--- config.mk ---
export PLATFORM = sky130hd
export DESIGN_NAME = lpc_prep
export DESIGN_NICKNAME = d
export VERILOG_FILES = /design/src/rtl/core/lpc_pkg.sv /design/src/rtl/core/lpc_prep.sv
export SDC_FILE = /design/constraint.sdc
export NUM_CORES = 1
export LEC_CHECK = 0
export ABC_AREA = 1
export BUFFER_PORTS_ARGS = -buffer_cell sky130_fd_sc_hd__buf_2
export CAP_MARGIN = 20
export CELL_PAD_IN_SITES_DETAIL_PLACEMENT = 1
export CELL_PAD_IN_SITES_GLOBAL_PLACEMENT = 2
export CORE_MARGIN = 5
export CORE_UTILIZATION = 32
export CTS_CLUSTER_SIZE = 8
export DETAILED_ROUTE_END_ITERATION = 7
export GPL_ROUTABILITY_DRIVEN = 0
export PLACE_DENSITY_LB_ADDON = 0.1
export SYNTH_ARGS = -nofsm -noshare
export SYNTH_HDL_FRONTEND = slang
export SYNTH_SLANG_ARGS = --single-unit
--- constraint.sdc ---
create_clock -name clk -period 6.5 [get_ports clk]
set_input_delay 1.3 -clock clk [delete_from_list [all_inputs] [get_ports clk]]
set_output_delay 1.3 -clock clk [all_outputs]
set_load 0.02 [all_outputs]
--- src/rtl/core/lpc_pkg.sv ---
// Shared types, constants and the arctangent table of the point converter.
package lpc_pkg;

  localparam int QUALITY_SHIFT   = 2;
  localparam int ROTATION_STAGES = 16;
  localparam int ATAN_ENTRIES    = 24;
  localparam int CORDIC_STAGES   =
    (ROTATION_STAGES > ATAN_ENTRIES) ? ATAN_ENTRIES : ROTATION_STAGES;

  localparam int XW      = 37;
  localparam int ZW      = 34;
  localparam int STAGE_W = 5;
  localparam int PROD_W  = 48;

  localparam logic [29:0] GAIN_Q30    = 30'd652032874;
  localparam logic [18:0] COORD_LIMIT = 19'd262143;

  typedef logic [STAGE_W-1:0] stage_t;

  typedef struct packed {
    logic signed [XW-1:0] x;
    logic signed [XW-1:0] y;
    logic signed [ZW-1:0] z;
  } vec_t;

  typedef struct packed {
    logic signed [16:0] bearing;
    logic [17:0]        range_qmm;
    logic [5:0]         strength;
    logic               point_valid;
  } side_t;

  function automatic logic signed [ZW-1:0] atan_at(input stage_t idx);
    logic [29:0] v;
    unique case (idx)
      5'd0:    v = 30'd536870912;
      5'd1:    v = 30'd316933406;
      5'd2:    v = 30'd167458907;
      5'd3:    v = 30'd85004756;
      5'd4:    v = 30'd42667331;
      5'd5:    v = 30'd21354465;
      5'd6:    v = 30'd10679838;
      5'd7:    v = 30'd5340245;
      5'd8:    v = 30'd2670163;
      5'd9:    v = 30'd1335087;
      5'd10:   v = 30'd667544;
      5'd11:   v = 30'd333772;
      5'd12:   v = 30'd166886;
      5'd13:   v = 30'd83443;
      5'd14:   v = 30'd41722;
      5'd15:   v = 30'd20861;
      5'd16:   v = 30'd10430;
      5'd17:   v = 30'd5215;
      5'd18:   v = 30'd2608;
      5'd19:   v = 30'd1304;
      5'd20:   v = 30'd652;
      5'd21:   v = 30'd326;
      5'd22:   v = 30'd163;
      5'd23:   v = 30'd81;
      default: v = 30'd0;
    endcase
    return signed'({{(ZW-30){1'b0}}, v});
  endfunction

endpackage

--- src/rtl/core/lpc_prep.sv ---
// Input cell: angle folding, gain-scaled start vector and side fields.
module lpc_prep (
  input  logic                 clk,
  input  logic                 rst,
  input  logic                 in_valid,
  output logic                 in_ready,
  input  logic [15:0]          raw_angle,
  input  logic [17:0]          distance_qmm,
  input  logic [7:0]           quality_byte,
  output logic                 out_valid,
  input  logic                 out_ready,
  output lpc_pkg::vec_t        out_vec,
  output lpc_pkg::side_t       out_side
);
  import lpc_pkg::*;

  logic signed [15:0] a16;
  logic signed [16:0] a17;
  logic signed [16:0] a_adj;
  logic               flip;
  logic [PROD_W-1:0]  prod;
  logic [XW-1:0]      xpos;
  logic [7:0]         q_sh;
  vec_t               vec_next;
  side_t              side_next;

  assign in_ready = !out_valid || out_ready;

  always_comb begin
    a16  = signed'(16'h8000 - raw_angle);
    a17  = {a16[15], a16};
    flip = (a17 > 17'sd16384) || (a17 < -17'sd16384);
    if (!flip) begin
      a_adj = a17;
    end else if (a17 > 17'sd0) begin
      a_adj = a17 - 17'sd32768;
    end else begin
      a_adj = a17 + 17'sd32768;
    end
    prod = PROD_W'(distance_qmm) * PROD_W'(GAIN_Q30);
    xpos = {{(XW-(PROD_W-14)){1'b0}}, prod[PROD_W-1:14]};
    vec_next.x = flip ? -signed'(xpos) : signed'(xpos);
    vec_next.y = '0;
    vec_next.z = {{(ZW-33){a_adj[16]}}, a_adj, 16'b0};
    q_sh = quality_byte >> QUALITY_SHIFT;
    side_next.bearing     = signed'(17'h08000 - {1'b0, raw_angle});
    side_next.range_qmm   = distance_qmm;
    side_next.strength    = (q_sh > 8'd63) ? 6'd63 : q_sh[5:0];
    side_next.point_valid = (distance_qmm != 18'd0);
  end

  always_ff @(posedge clk) begin
    if (rst) begin
      out_valid <= 1'b0;
    end else if (in_ready) begin
      out_valid <= in_valid;
    end
  end

  always_ff @(posedge clk) begin
    if (in_ready && in_valid) begin
      out_vec  <= vec_next;
      out_side <= side_next;
    end
  end

endmodule

* Yosys cells after proc, flatten, opt, wreduce, memory -nomap -nowiden
Cells that the tools add are included. W data, S select, Z words.
Word-level totals: register bits after elaboration 97, output and inout port bits 152, word-level logic and storage cells 26
Cells by class: $add $sub $neg 5, multipliers 1, order comparisons 4, mux-type cells 3, reductions and logical operators 5
Operators by type and width (count):
- $mul A18 B29 Y47 const B | 1
- $neg A34 Y37 | 1
- $mux W17 | 2
- $mux W34 | 1
- $reduce_bool A18 Y1 | 1
- $add A16 B17 Y17 const B | 1
- $sub A16 B16 Y17 const A | 1
- $sub A16 B17 Y17 const B | 1
- $gt A16 B1 Y1 const B | 1
- $gt A16 B16 Y1 const B | 1
- $lt A16 B15 Y1 const B | 1
- $sub A16 B16 Y16 const A | 1
- $gt A6 B6 Y1 const B | 1
- $logic_or A1 B1 Y1 | 2
- $logic_and A1 B1 Y1 | 1
- $logic_not A1 Y1 | 1

* Longest topological paths before layout
depth in word-level cells 4, mapped depth 35, depth with buffers taken out 35

* Least setup slack after synthesis
OpenSTA, ideal clock, no wires.
kind input port to flip-flop, from input distance_qmm[6], to register out_vec[91] (netlist bit) (data pin), data arrival time 6561 ps, path slack -321 ps, cell stages on the path 25, cell sequence ha_1 > fa_1 > inv_1 > fa_1 > inv_1 > fa_1 > fa_1 > inv_1 > fa_1 > inv_1 > ha_1 > nand2_1 > inv_2 > a21oi_2 > nand3_2 > xnor2_1 > ha_1 > nand3_1 > nor2_1 > nand3_1 > nor2_2 > nand3_1 > nor2_1 > nor2_1 > xor2_1
RTL lines:
- start, declared | line lpc_prep.sv:8 | input logic [17:0] distance_qmm,
- end signal, assigned | line lpc_prep.sv:62 | out_vec <= vec_next;
- end, declared | line lpc_prep.sv:12 | output lpc_pkg::vec_t out_vec,

==> flow_summary_export.csv <==
group,metric,value,unit
run_status,failed_checks,"setup timing",
timing,finClkSkew,0.0153,ns
setup_path,max_stage_delay,0.59,ns
timing,max_slew_margin,0.418,
synthesis,synth-edff-count,81,
synthesis,yosys.area.top_type,"fa_1",
layout,stdcell_count,2992,
synthesis,ys_types,40,
timing,tightest_slew,0.869,ns
route,routed_wl,52800,µm
setup_path,cp_max_fo,5,
floorplanning,rows,79,
setup_path,reg2regPathDepth,2,
setup_path,crit_path_end_kind,"register",
setup_path,cp.arrival,6.98,ns
clock_network,hold_buffers,0,
layout,final_layout_size_suffix_gt1_frac,0.426,
synthesis,syn_inst,1865,
global_route,grt_pass1_vias,14900,
floorplanning,die_w,226,µm
setup_path,startpoint,"distance_qmm[11]",
layout,nNetsFinal,2803,
global_route,antenna_found_initial,0,
timing,layout_worst_path_cycle_share,1.05,
worst_hold_path,holdCritStartpoint,"out_valid$_SDFFE_PP0N_",
clock_network,cts_buffer_depth,2,
floorplanning,core,46500,µm²
layout,syn_to_final_growth,44.9,%
floorplanning,die-area,51200,µm²
setup_path,worstSetupEndpoint,"out_vec[102]$_DFFE_PP_",
timing,setup_violations,27,
global_route,grt-ovfl-total,0,
clock_network,cts-buffers-inserted,9,
synthesis,yosysMostFrequentCell,"inv_1",
setup_path,rr_endpoint,"out_vec[84]$_DFFE_PP_",
place,numPortBuffers,142,
route,num_vias,13300,
route,firstDrtPassIters,4,
setup_path,path_class,"in2reg",
floorplanning,initial_core_util,0.322,
synthesis,ys_ff_latch,82,
timing,min_period,6.83,ns
run_status,status,"finished with violations",
global_route,grt_max_degree,58,
synthesis,synth_commonest_cells,"inv_1 (540), nand2_1 (385), fa_1 (211)",
floorplanning,pin_count,198,
floorplanning,dieHeight,226,µm
clock_network,clkTransAtPathRegs,0.06,ns
global_route,grt_use_total,0.210,
clock_network,cts_num_sinks,82,
setup_path,r2r_start,"out_valid$_SDFFE_PP0N_",
global_route,grt_pass1_wl,81700,µm
timing,hold_viol,0,
route,drt.antenna.violating_nets,0,
timing,fmax,146,MHz
clock_network,h-tree-depth,3,
synthesis,yosysWarnings,0,
job,cap_violations,0,
place,dpl.cell_count,2915,
timing,grt_setup_unrepaired,"yes",
place,hpwl,46500,µm
route,drc,0,
synthesis,synth-seq-area-share,0.164,
layout,regArea,2450,µm²
layout,fillers,5593,
route,wl_per_cell,17.7,µm
synthesis,avgSynthCellArea,8.03,µm²
route,drtIter0Drc,445,
clock_network,cts_tree,"yes",
clock_network,root_buffer,"clkbuf_16",
timing,fin_ws,-0.335,ns
worst_hold_path,hold_path_class,"reg2reg",
synthesis,synthArstFlopShare,0,
setup_path,startpoint_type,"input port",
setup_path,cp_slowest_cell,"fa_1",
synthesis,synth_area_leaders,"fa_1 (28%), edfxtp_1 (16%), ha_1 (14%)",
synthesis,syn_area,15000,µm²
layout,antennaDiodeCount,0,
timing,maxSlewViolCount,0,
synthesis,ys.flop_type,"edfxtp_1",
setup_path,crit_required,6.64,ns
clock_network,insertion_delay,0.40,ns
synthesis,synth_top_area_frac,0.282,
layout,multi_input_area,12200,µm²
setup_path,r2r_setup_slack,4.98,ns
route,avgViaCountPerCell,4.44,
==> kinds of logic after synthesis <==
group	synth area share
AOI/OAI and AO/OA	0.0323
xor gates and xnor gates	0.0251
adders and majority gates	0.421
buffers and inverters	0.177
DFF	0.164
other	0.000251
and+or+nand+nor	0.180
==> worst min path at each step <==
stage	slack, ns	to	cells past startpoint
floorplan	0.71	out_valid$_SDFFE_PP0N_	2
global placement	0.51	out_valid$_SDFFE_PP0N_	2
detailed placement	0.54	out_valid$_SDFFE_PP0N_	2
CTS	0.55	out_valid$_SDFFE_PP0N_	2
global route	0.59	out_valid$_SDFFE_PP0N_	2
finish	0.55	out_valid$_SDFFE_PP0N_	2
==> state kept, by name, summed over array words and instances, names as in the netlist <==
| name | count |
|---|---|
| out_side | 42 |
| out_vec | 39 |
| out_valid | 1 |
==> critical path, delay by kind of cell <==
family,cells,cell delay (ns)
fa+ha+maj,7,3.55
simple gates,17,1.82
buf+inv,5,0.32
==> per-stage QoR <==
step | setup slack [ns] | area [µm²] | utilization | hold WS (ns) | setup TNS, ns
after floorplan | -0.00484 | 15400 | - | 0.705 | -0.00484
after global placement | -1.15 | 18800 | 0.405 | 0.508 | -30.87
after detailed placement | -1.25 | 18800 | 0.405 | 0.544 | -33.72
after CTS | -0.233 | 20600 | 0.444 | 0.553 | -4.02
after global routing | -0.533 | 21700 | 0.467 | 0.586 | -10.79
final | -0.335 | 21700 | 0.467 | 0.546 | -5.71
==> cell usage in the layout (no fill, tap or decap), types with 15 or more instances in the layout <==
master / n
buf_4: 361
inv_1: 467
nand3_4: 15
fa_1: 181
nand2_2: 105
nand3_2: 20
buf_2: 128
nor2_1: 47
nand4_1: 18
a21oi_2: 16
nor2_4: 49
edfxtp_1: 81
nand2_4: 31
buf_6: 30
xor2_1: 27
inv_2: 73
nor2_2: 34
conb_1: 53
nand2_1: 255
fa_2: 30
ha_4: 35
a21oi_1: 16
nand3_1: 41
ha_1: 125
==> layout make-up <==
type | instances | area share
inverter | 554 | 0.0976
tap | 607 | 0.0350
timing repair buffer | 531 | 0.181
clock buffer | 10 | 0.0106
multi-input combinational | 1202 | 0.561
clock inverter | 6 | 0.00237
sequential | 82 | 0.113
==> repair_timing <==
item                       in CTS  in global routing
hold endpoints to repair        0                  0
setup buffers                  38                 26
setup endpoints to repair      32                 33
pin swaps                     164                144
resized for setup             359                228
==> per-layer routing <==
layer  track usage  up-vias  routed length (µm)
met4        0.0419        0                 770
met2         0.373      201               26800
met5             0        -                   0
met3        0.0286       29                2070
met1         0.275     6611               23200
li1              -     6434                   -
Power is left out: the tool's default activity adds up to more than one toggle a clock period on the data nets, which glitch-free logic cannot reach.
