==> src/rtl/core/lpc_pkg.sv <==
// Shared types, constants and the arctangent table of the point converter.
package lpc_pkg;

  localparam int QUALITY_SHIFT   = 2;
  localparam int ROTATION_STAGES = 16;
  localparam int ATAN_ENTRIES    = 24;
  localparam int CORDIC_STAGES   =
    (ROTATION_STAGES > ATAN_ENTRIES) ? ATAN_ENTRIES : ROTATION_STAGES;

  localparam int XW      = 37;
  localparam int ZW      = 34;
  localparam int STAGE_W = 5;
  localparam int PROD_W  = 48;

  localparam logic [29:0] GAIN_Q30    = 30'd652032874;
  localparam logic [18:0] COORD_LIMIT = 19'd262143;

  typedef logic [STAGE_W-1:0] stage_t;

  typedef struct packed {
    logic signed [XW-1:0] x;
    logic signed [XW-1:0] y;
    logic signed [ZW-1:0] z;
  } vec_t;

  typedef struct packed {
    logic signed [16:0] bearing;
    logic [17:0]        range_qmm;
    logic [5:0]         strength;
    logic               point_valid;
  } side_t;

  function automatic logic signed [ZW-1:0] atan_at(input stage_t idx);
    logic [29:0] v;
    unique case (idx)
      5'd0:    v = 30'd536870912;
      5'd1:    v = 30'd316933406;
      5'd2:    v = 30'd167458907;
      5'd3:    v = 30'd85004756;
      5'd4:    v = 30'd42667331;
      5'd5:    v = 30'd21354465;
      5'd6:    v = 30'd10679838;
      5'd7:    v = 30'd5340245;
      5'd8:    v = 30'd2670163;
      5'd9:    v = 30'd1335087;
      5'd10:   v = 30'd667544;
      5'd11:   v = 30'd333772;
      5'd12:   v = 30'd166886;
      5'd13:   v = 30'd83443;
      5'd14:   v = 30'd41722;
      5'd15:   v = 30'd20861;
      5'd16:   v = 30'd10430;
      5'd17:   v = 30'd5215;
      5'd18:   v = 30'd2608;
      5'd19:   v = 30'd1304;
      5'd20:   v = 30'd652;
      5'd21:   v = 30'd326;
      5'd22:   v = 30'd163;
      5'd23:   v = 30'd81;
      default: v = 30'd0;
    endcase
    return signed'({{(ZW-30){1'b0}}, v});
  endfunction

endpackage

==> src/rtl/core/lpc_out.sv <==
// Output cell: rounding, saturation, invalid-sample zeroing and result register.
module lpc_out (
  input  logic                 clk,
  input  logic                 rst,
  input  logic                 in_valid,
  output logic                 in_ready,
  input  lpc_pkg::vec_t        in_vec,
  input  lpc_pkg::side_t       in_side,
  output logic                 m_tvalid,
  input  logic                 m_tready,
  output logic [79:0]          m_tdata,
  output logic                 m_tuser
);
  import lpc_pkg::*;

  logic signed [XW-1:0] xr;
  logic signed [XW-1:0] yr;
  logic signed [18:0]   xq;
  logic signed [18:0]   yq;
  logic [79:0]          data_next;

  function automatic logic signed [18:0] sat19(input logic signed [XW-17:0] r);
    logic signed [18:0] res;
    if (r > signed'({{(XW-35){1'b0}}, COORD_LIMIT})) begin
      res = signed'(COORD_LIMIT);
    end else if (r < -signed'({{(XW-35){1'b0}}, COORD_LIMIT})) begin
      res = -signed'(COORD_LIMIT);
    end else begin
      res = r[18:0];
    end
    return res;
  endfunction

  assign in_ready = !m_tvalid || m_tready;

  always_comb begin
    xr = in_vec.x + XW'(32768);
    yr = in_vec.y + XW'(32768);
    xq = sat19(xr[XW-1:16]);
    yq = sat19(yr[XW-1:16]);
    if (in_side.point_valid) begin
      data_next = {1'b0, in_side.strength, yq, xq, in_side.range_qmm, in_side.bearing};
    end else begin
      data_next = '0;
    end
  end

  always_ff @(posedge clk) begin
    if (rst) begin
      m_tvalid <= 1'b0;
    end else if (in_ready) begin
      m_tvalid <= in_valid;
    end
  end

  always_ff @(posedge clk) begin
    if (in_ready && in_valid) begin
      m_tdata <= data_next;
      m_tuser <= in_side.point_valid;
    end
  end

endmodule

==> config.mk <==
export PLATFORM = sky130hd
export DESIGN_NAME = lpc_out
export DESIGN_NICKNAME = d
export VERILOG_FILES = /design/src/rtl/core/lpc_pkg.sv /design/src/rtl/core/lpc_out.sv
export SDC_FILE = /design/constraint.sdc
export NUM_CORES = 1
export LEC_CHECK = 0
export ABC_CLOCK_PERIOD_IN_PS = 6000
export BUFFER_PORTS_ARGS = -buffer_cell sky130_fd_sc_hd__clkbuf_2
export CAP_MARGIN = 20
export CORE_MARGIN = 3
export CORE_UTILIZATION = 49
export DETAILED_ROUTE_END_ITERATION = 7
export HOLD_SLACK_MARGIN = 0.02
export PLACE_DENSITY = 0.88
export SLEW_MARGIN = 30
export SYNTH_ARGS = -nofsm -noshare
export SYNTH_HDL_FRONTEND = slang
export SYNTH_SLANG_ARGS = --single-unit
==> constraint.sdc <==
create_clock -name clk -period 6 [get_ports clk]
set_input_delay 1.2 -clock clk [delete_from_list [all_inputs] [get_ports clk]]
set_output_delay 1.2 -clock clk [all_outputs]
set_load 0.01 [all_outputs]
# Word level (Yosys, flattened, before mapping)
# Cells that the tools add are included.
dict set report classes {
  n_reduce_logical 5
  bitwise 1
  add_sub_neg 2
  magnitude_cmp 4
  muxes 4
}
# operator count
set ops {}
lappend ops {{adder 37 x 17 -> 37 bit (second input constant)} 2}
lappend ops {{> comparator 21 x 19 -> 1 bit (second input constant)} 2}
lappend ops {{less-than comparator 21 x 19 -> 1 bit (second input constant)} 2}
lappend ops {{2-to-1 mux 19 bit} 2}
lappend ops {{2-to-1 mux 18 bit} 2}
lappend ops {{OR reduction 2 bit} 2}
lappend ops {{logical AND 1 bit} 1}
lappend ops {{zero test 1 bit} 1}
lappend ops {{logical OR 1 bit} 1}
lappend ops {{NOT 1 bit} 1}
dict set report totals {
  word_cells 22
  out_inout_bits 83
  ff_bits 82
}

# Depth between registers and ports, before layout
dict set report logic_depth {
  depth_word 4
  mapped_depth 10
  depth_no_buf 8
}

# Worst setup path after synthesis
# OpenSTA, ideal clock, no wires.
dict set report synth_path {
  path_type {input to register}
  start {input port m_tready}
  end {register m_tdata[0], enable pin}
  required_time_ns 5.553
  setup_slack_ns 2.273
  t_arrival_ns 3.280
  cell_stages 2
  setup_time_ns 0.447
  path_buffers 0
  cell_sequence {nand2b_1 -> and2_1}
}
dict set report synth_between {
  elab_chain_len 2
}
# element line
set synth_lines {}
lappend synth_lines {{start, declared} lpc_out.sv:10} ;# input logic m_tready,
lappend synth_lines {{logical OR 1 bit} lpc_out.sv:34} ;# assign in_ready = !m_tvalid || m_tready;
lappend synth_lines {{logical AND 1 bit} lpc_out.sv:57} ;# if (in_ready && in_valid) begin
lappend synth_lines {{end signal, assigned} lpc_out.sv:58} ;# m_tdata <= data_next;
lappend synth_lines {{end, declared} lpc_out.sv:11} ;# output logic [79:0] m_tdata,
# Every way passes these cells.
# A chain may end at the register's enable or synchronous reset.

# Worst setup path after layout
dict set report layout_path {
  start {input port in_vec[90] (netlist name)}
  end {register m_tdata[52] (data pin)}
}
dict set report layout_between {
  elab_chain_len 4
  word_cells_on_any_way 5
  classes_between {1 x add/sub; 2 x order compare; 2 x mux}
}
# element line
set layout_lines {}
lappend layout_lines {{start, declared} lpc_out.sv:7} ;# input lpc_pkg::vec_t in_vec,
lappend layout_lines {{adder 37 x 17 -> 37 bit (*)} lpc_out.sv:37} ;# xr = in_vec.x + XW'(32768);
lappend layout_lines {{less-than comparator 21 x 19 -> 1 bit} lpc_out.sv:26} ;# end else if (r < -signed'({{(XW-35){1'b0}}, COORD_LIMIT})) begin
lappend layout_lines {{2-to-1 mux 19 bit} lpc_out.sv:26}
lappend layout_lines {{2-to-1 mux 18 bit (*)} lpc_out.sv:24} ;# if (r > signed'({{(XW-35){1'b0}}, COORD_LIMIT})) begin
# Every way passes the cells marked *; elsewhere a longest branch is shown, timed or not.

==> results.yml <==
detailed_routing:
  drc: 0
  vias_per_cell: 5.502
  vias: 3802
  route.antenna.remaining_nets: 0
  wl_per_cell_um: 15.74
  wl_um: 10870
  drt_first_pass_iters: 5
  first_iter_violations: 198
grt:
  grt_max_degree: 81
  use_met3: 0.02706
  grt-busiest-layer: "met2"
  grt_overflow: 0
  grt_usage: 0.1978
  groute.layer.met2.usage: 0.3406
  use_met1: 0.2624
  grt_pass1_vias: 3488
  antenna_found_initial: 0
  grt_first_pass_wirelength_um: 16560
worst_setup_path:
  end_kind: "flip-flop"
  critPathArrivalTime_ns: 3.69
  r2r_start: "m_tvalid"
  crit_type: "in -> reg"
  critPathRequiredTime_ns: 6.19
  r2r_end: "m_tdata[41]"
  r2r_slack_ns: 4.48
  crit_fanout: 15
  ff2ff_path_depth: 3
  start_kind: "input port"
synthesis:
  yosys_warnings: 0
  synth_nets: 574
  ys_seq_area_frac: 0.5307
  synth_flop_cell: "edfxtp_1"
  synthesis.area_mm2: 0.004564
  ys_types: 57
  syn_inst: 418
  synth_seq_cells: 81
  synth_edf_count: 80
  avgSynthCellArea_um2: 10.92
  postSynth.asyncResetShare: 0
sta:
  tns_ns: 0
  timing_hold_violations_final: 0
  slew_headroom: 0.5451
  post-route-period-util: 0.5843
  tightest_slew_ns: 0.6818
  max_freq_mhz: 285.2
  final-setup-viol-count: 0
  report.final.slew_viol_count: 0
  fin_worst_skew_ns: 0.01183
  final.setup.worst_slack_ns: 2.494
  min_period_ns: 3.506
  grt_setup_unrepaired: "false"
clock_network:
  clockBufferDepth: 2
  clk_pin_slew_ns: 0.09
  cts_tree: "yes"
  hold_buffers: 0
  cts_setup_buffers: 0
  cts_sinks: 81
  cts-resized-gates: 0
  cts_root_buf: "clkbuf_8"
  cts_buffers: 9
  clkLatencyLatePin_ns: 0.34
  htreeDepth: 3
floorplan:
  dieHeight_um: 102.5
  die_w_um: 102.5
  core-area_mm2: 0.008891
  rows: 34
  io_pins: 237
  initial_utilization: 0.5134
  die_area_mm2: 0.01051
cells_and_area:
  insertedDiodeCount: 0
  layout_common_cells: "171 x clkbuf_2, 80 x edfxtp_1, 59 x nand3_1"
  layout.nets: 734
  synthToLayoutAreaGrowth_pct: 24.18
  drive_above_1_share: 0.3654
  layout_commonest_cell: "clkbuf_2"
placed_design:
  io_buffers: 171
  gp_congestion: 0.8714
  place_hpwl_um: 8271
  preCtsSetupSlack_ns: 2.149
min_path:
  whs_path_depth: 2
  worstHoldStart: "m_tvalid"
  hold_path_class: "reg -> reg"
  worstHoldEndpoint: "m_tvalid"
power_and_ir_drop:
  p_leak_nw: 2.324
  power_mw: 1.259
  powerDensity_mw_per_mm2: 222.1
  peakVddDrop_v: 0.0001007
outcome:
  status: "complete, no violations"
job:
  drv_cap: 0
critical path, cell delays in order:
cell,delay [ns]
clkbuf_2,0.18
nand4_1,0.23
nor4_2,0.64
and2_1,0.26
nand3_1,0.16
xor2_2,0.58
o21ai_1,0.23
o21ai_0,0.21
per-stage QoR:
stage | util | hold WS, ns | instances | area (um^2)
final | 0.6375 | 0.5627 | 691 | 5668
after CTS | 0.6344 | 0.5696 | 690 | 5640
after floorplan | - | 0.5930 | 418 | 4564
after detailed placement | 0.6144 | 0.5563 | 674 | 5463
after global placement | 0.6136 | 0.5038 | 674 | 5455
after global routing | 0.6375 | 0.6019 | 691 | 5668
cell families after synthesis:
group	Yosys count	share of synthesized area
AO/OA/AOI/OAI	62	0.1031
flip-flops	81	0.5307
adder cells (fa/ha/maj)	2	0.005482
buffers and inverters	32	0.03070
XOR/XNOR	41	0.07867
other	1	0.0008216
multiplexers	1	0.002193
AND/OR/NAND/NOR	198	0.2484
power breakdown:
group          internal (mW)  leakage (nW)  switching (mW)  total [mW]
clock network          0.154        0.0827           0.202       0.356
registers              0.671         0.804          0.0108       0.682
logic                 0.0887          1.44           0.132       0.221
worst max path at each step:
stage                     slack [ns]  startpoint     endpoint
after floorplan                 2.27    m_tready   m_tdata[0]
after global placement          1.89  in_vec[90]  m_tdata[47]
after detailed placement        2.15  in_vec[90]  m_tdata[52]
after CTS                       2.50  in_vec[90]  m_tdata[52]
after global routing            2.19  in_vec[49]  m_tdata[71]
final                           2.49  in_vec[90]  m_tdata[52]
state kept, by name, summed over array words and instances (netlist names):
| signal | flops |
|---|---|
| m_tdata | 79 |
| m_tuser | 1 |
| m_tvalid | 1 |
layout make-up:
type                    count  area (um^2)
clock buffers               9        123.9
inverters                   8        30.03
multi-input cells         305         2012
fillers                   732         3223
well taps                 108        135.1
flip-flops and latches     81         2422
repair buffers            173        890.9
clock inverters             7        53.80
layer usage:
layer / wire, um / vias up
met1: 4613 / 1760
met5: 0 / -
met3: 759 / 9
met4: 90 / 0
met2: 5410 / 169
li1: - / 1864
Yosys cell counts, drive strengths merged, types with 2 or more instances:
| cell type | count | area share |
|---|---|---|
| nor2 | 22 | 0.019 |
| o2111ai | 2 | 0.0038 |
| and2 | 48 | 0.066 |
| and4 | 2 | 0.0038 |
| o32ai | 3 | 0.0058 |
| nand4 | 9 | 0.016 |
| or3 | 3 | 0.0041 |
| o21ai | 18 | 0.020 |
| and4b | 2 | 0.0044 |
| and3 | 3 | 0.0041 |
| o31ai | 12 | 0.030 |
| buf | 7 | 0.0096 |
| inv | 8 | 0.0066 |
| nand2 | 26 | 0.021 |
| o31a | 2 | 0.0038 |
| edfxtp | 80 | 0.53 |
| xor2 | 16 | 0.031 |
| nor4b | 3 | 0.0058 |
| a21oi | 5 | 0.0055 |
| xnor2 | 25 | 0.048 |
| or2 | 5 | 0.0074 |
| nor4 | 6 | 0.019 |
| nor3 | 5 | 0.0055 |
| a211oi | 3 | 0.0049 |
| nand3 | 60 | 0.067 |
| clkbuf | 17 | 0.015 |
| a41o | 2 | 0.0044 |
| a31oi | 6 | 0.0082 |
| ha | 2 | 0.0055 |
No activity file was read; power rests on OpenSTA's default activity.
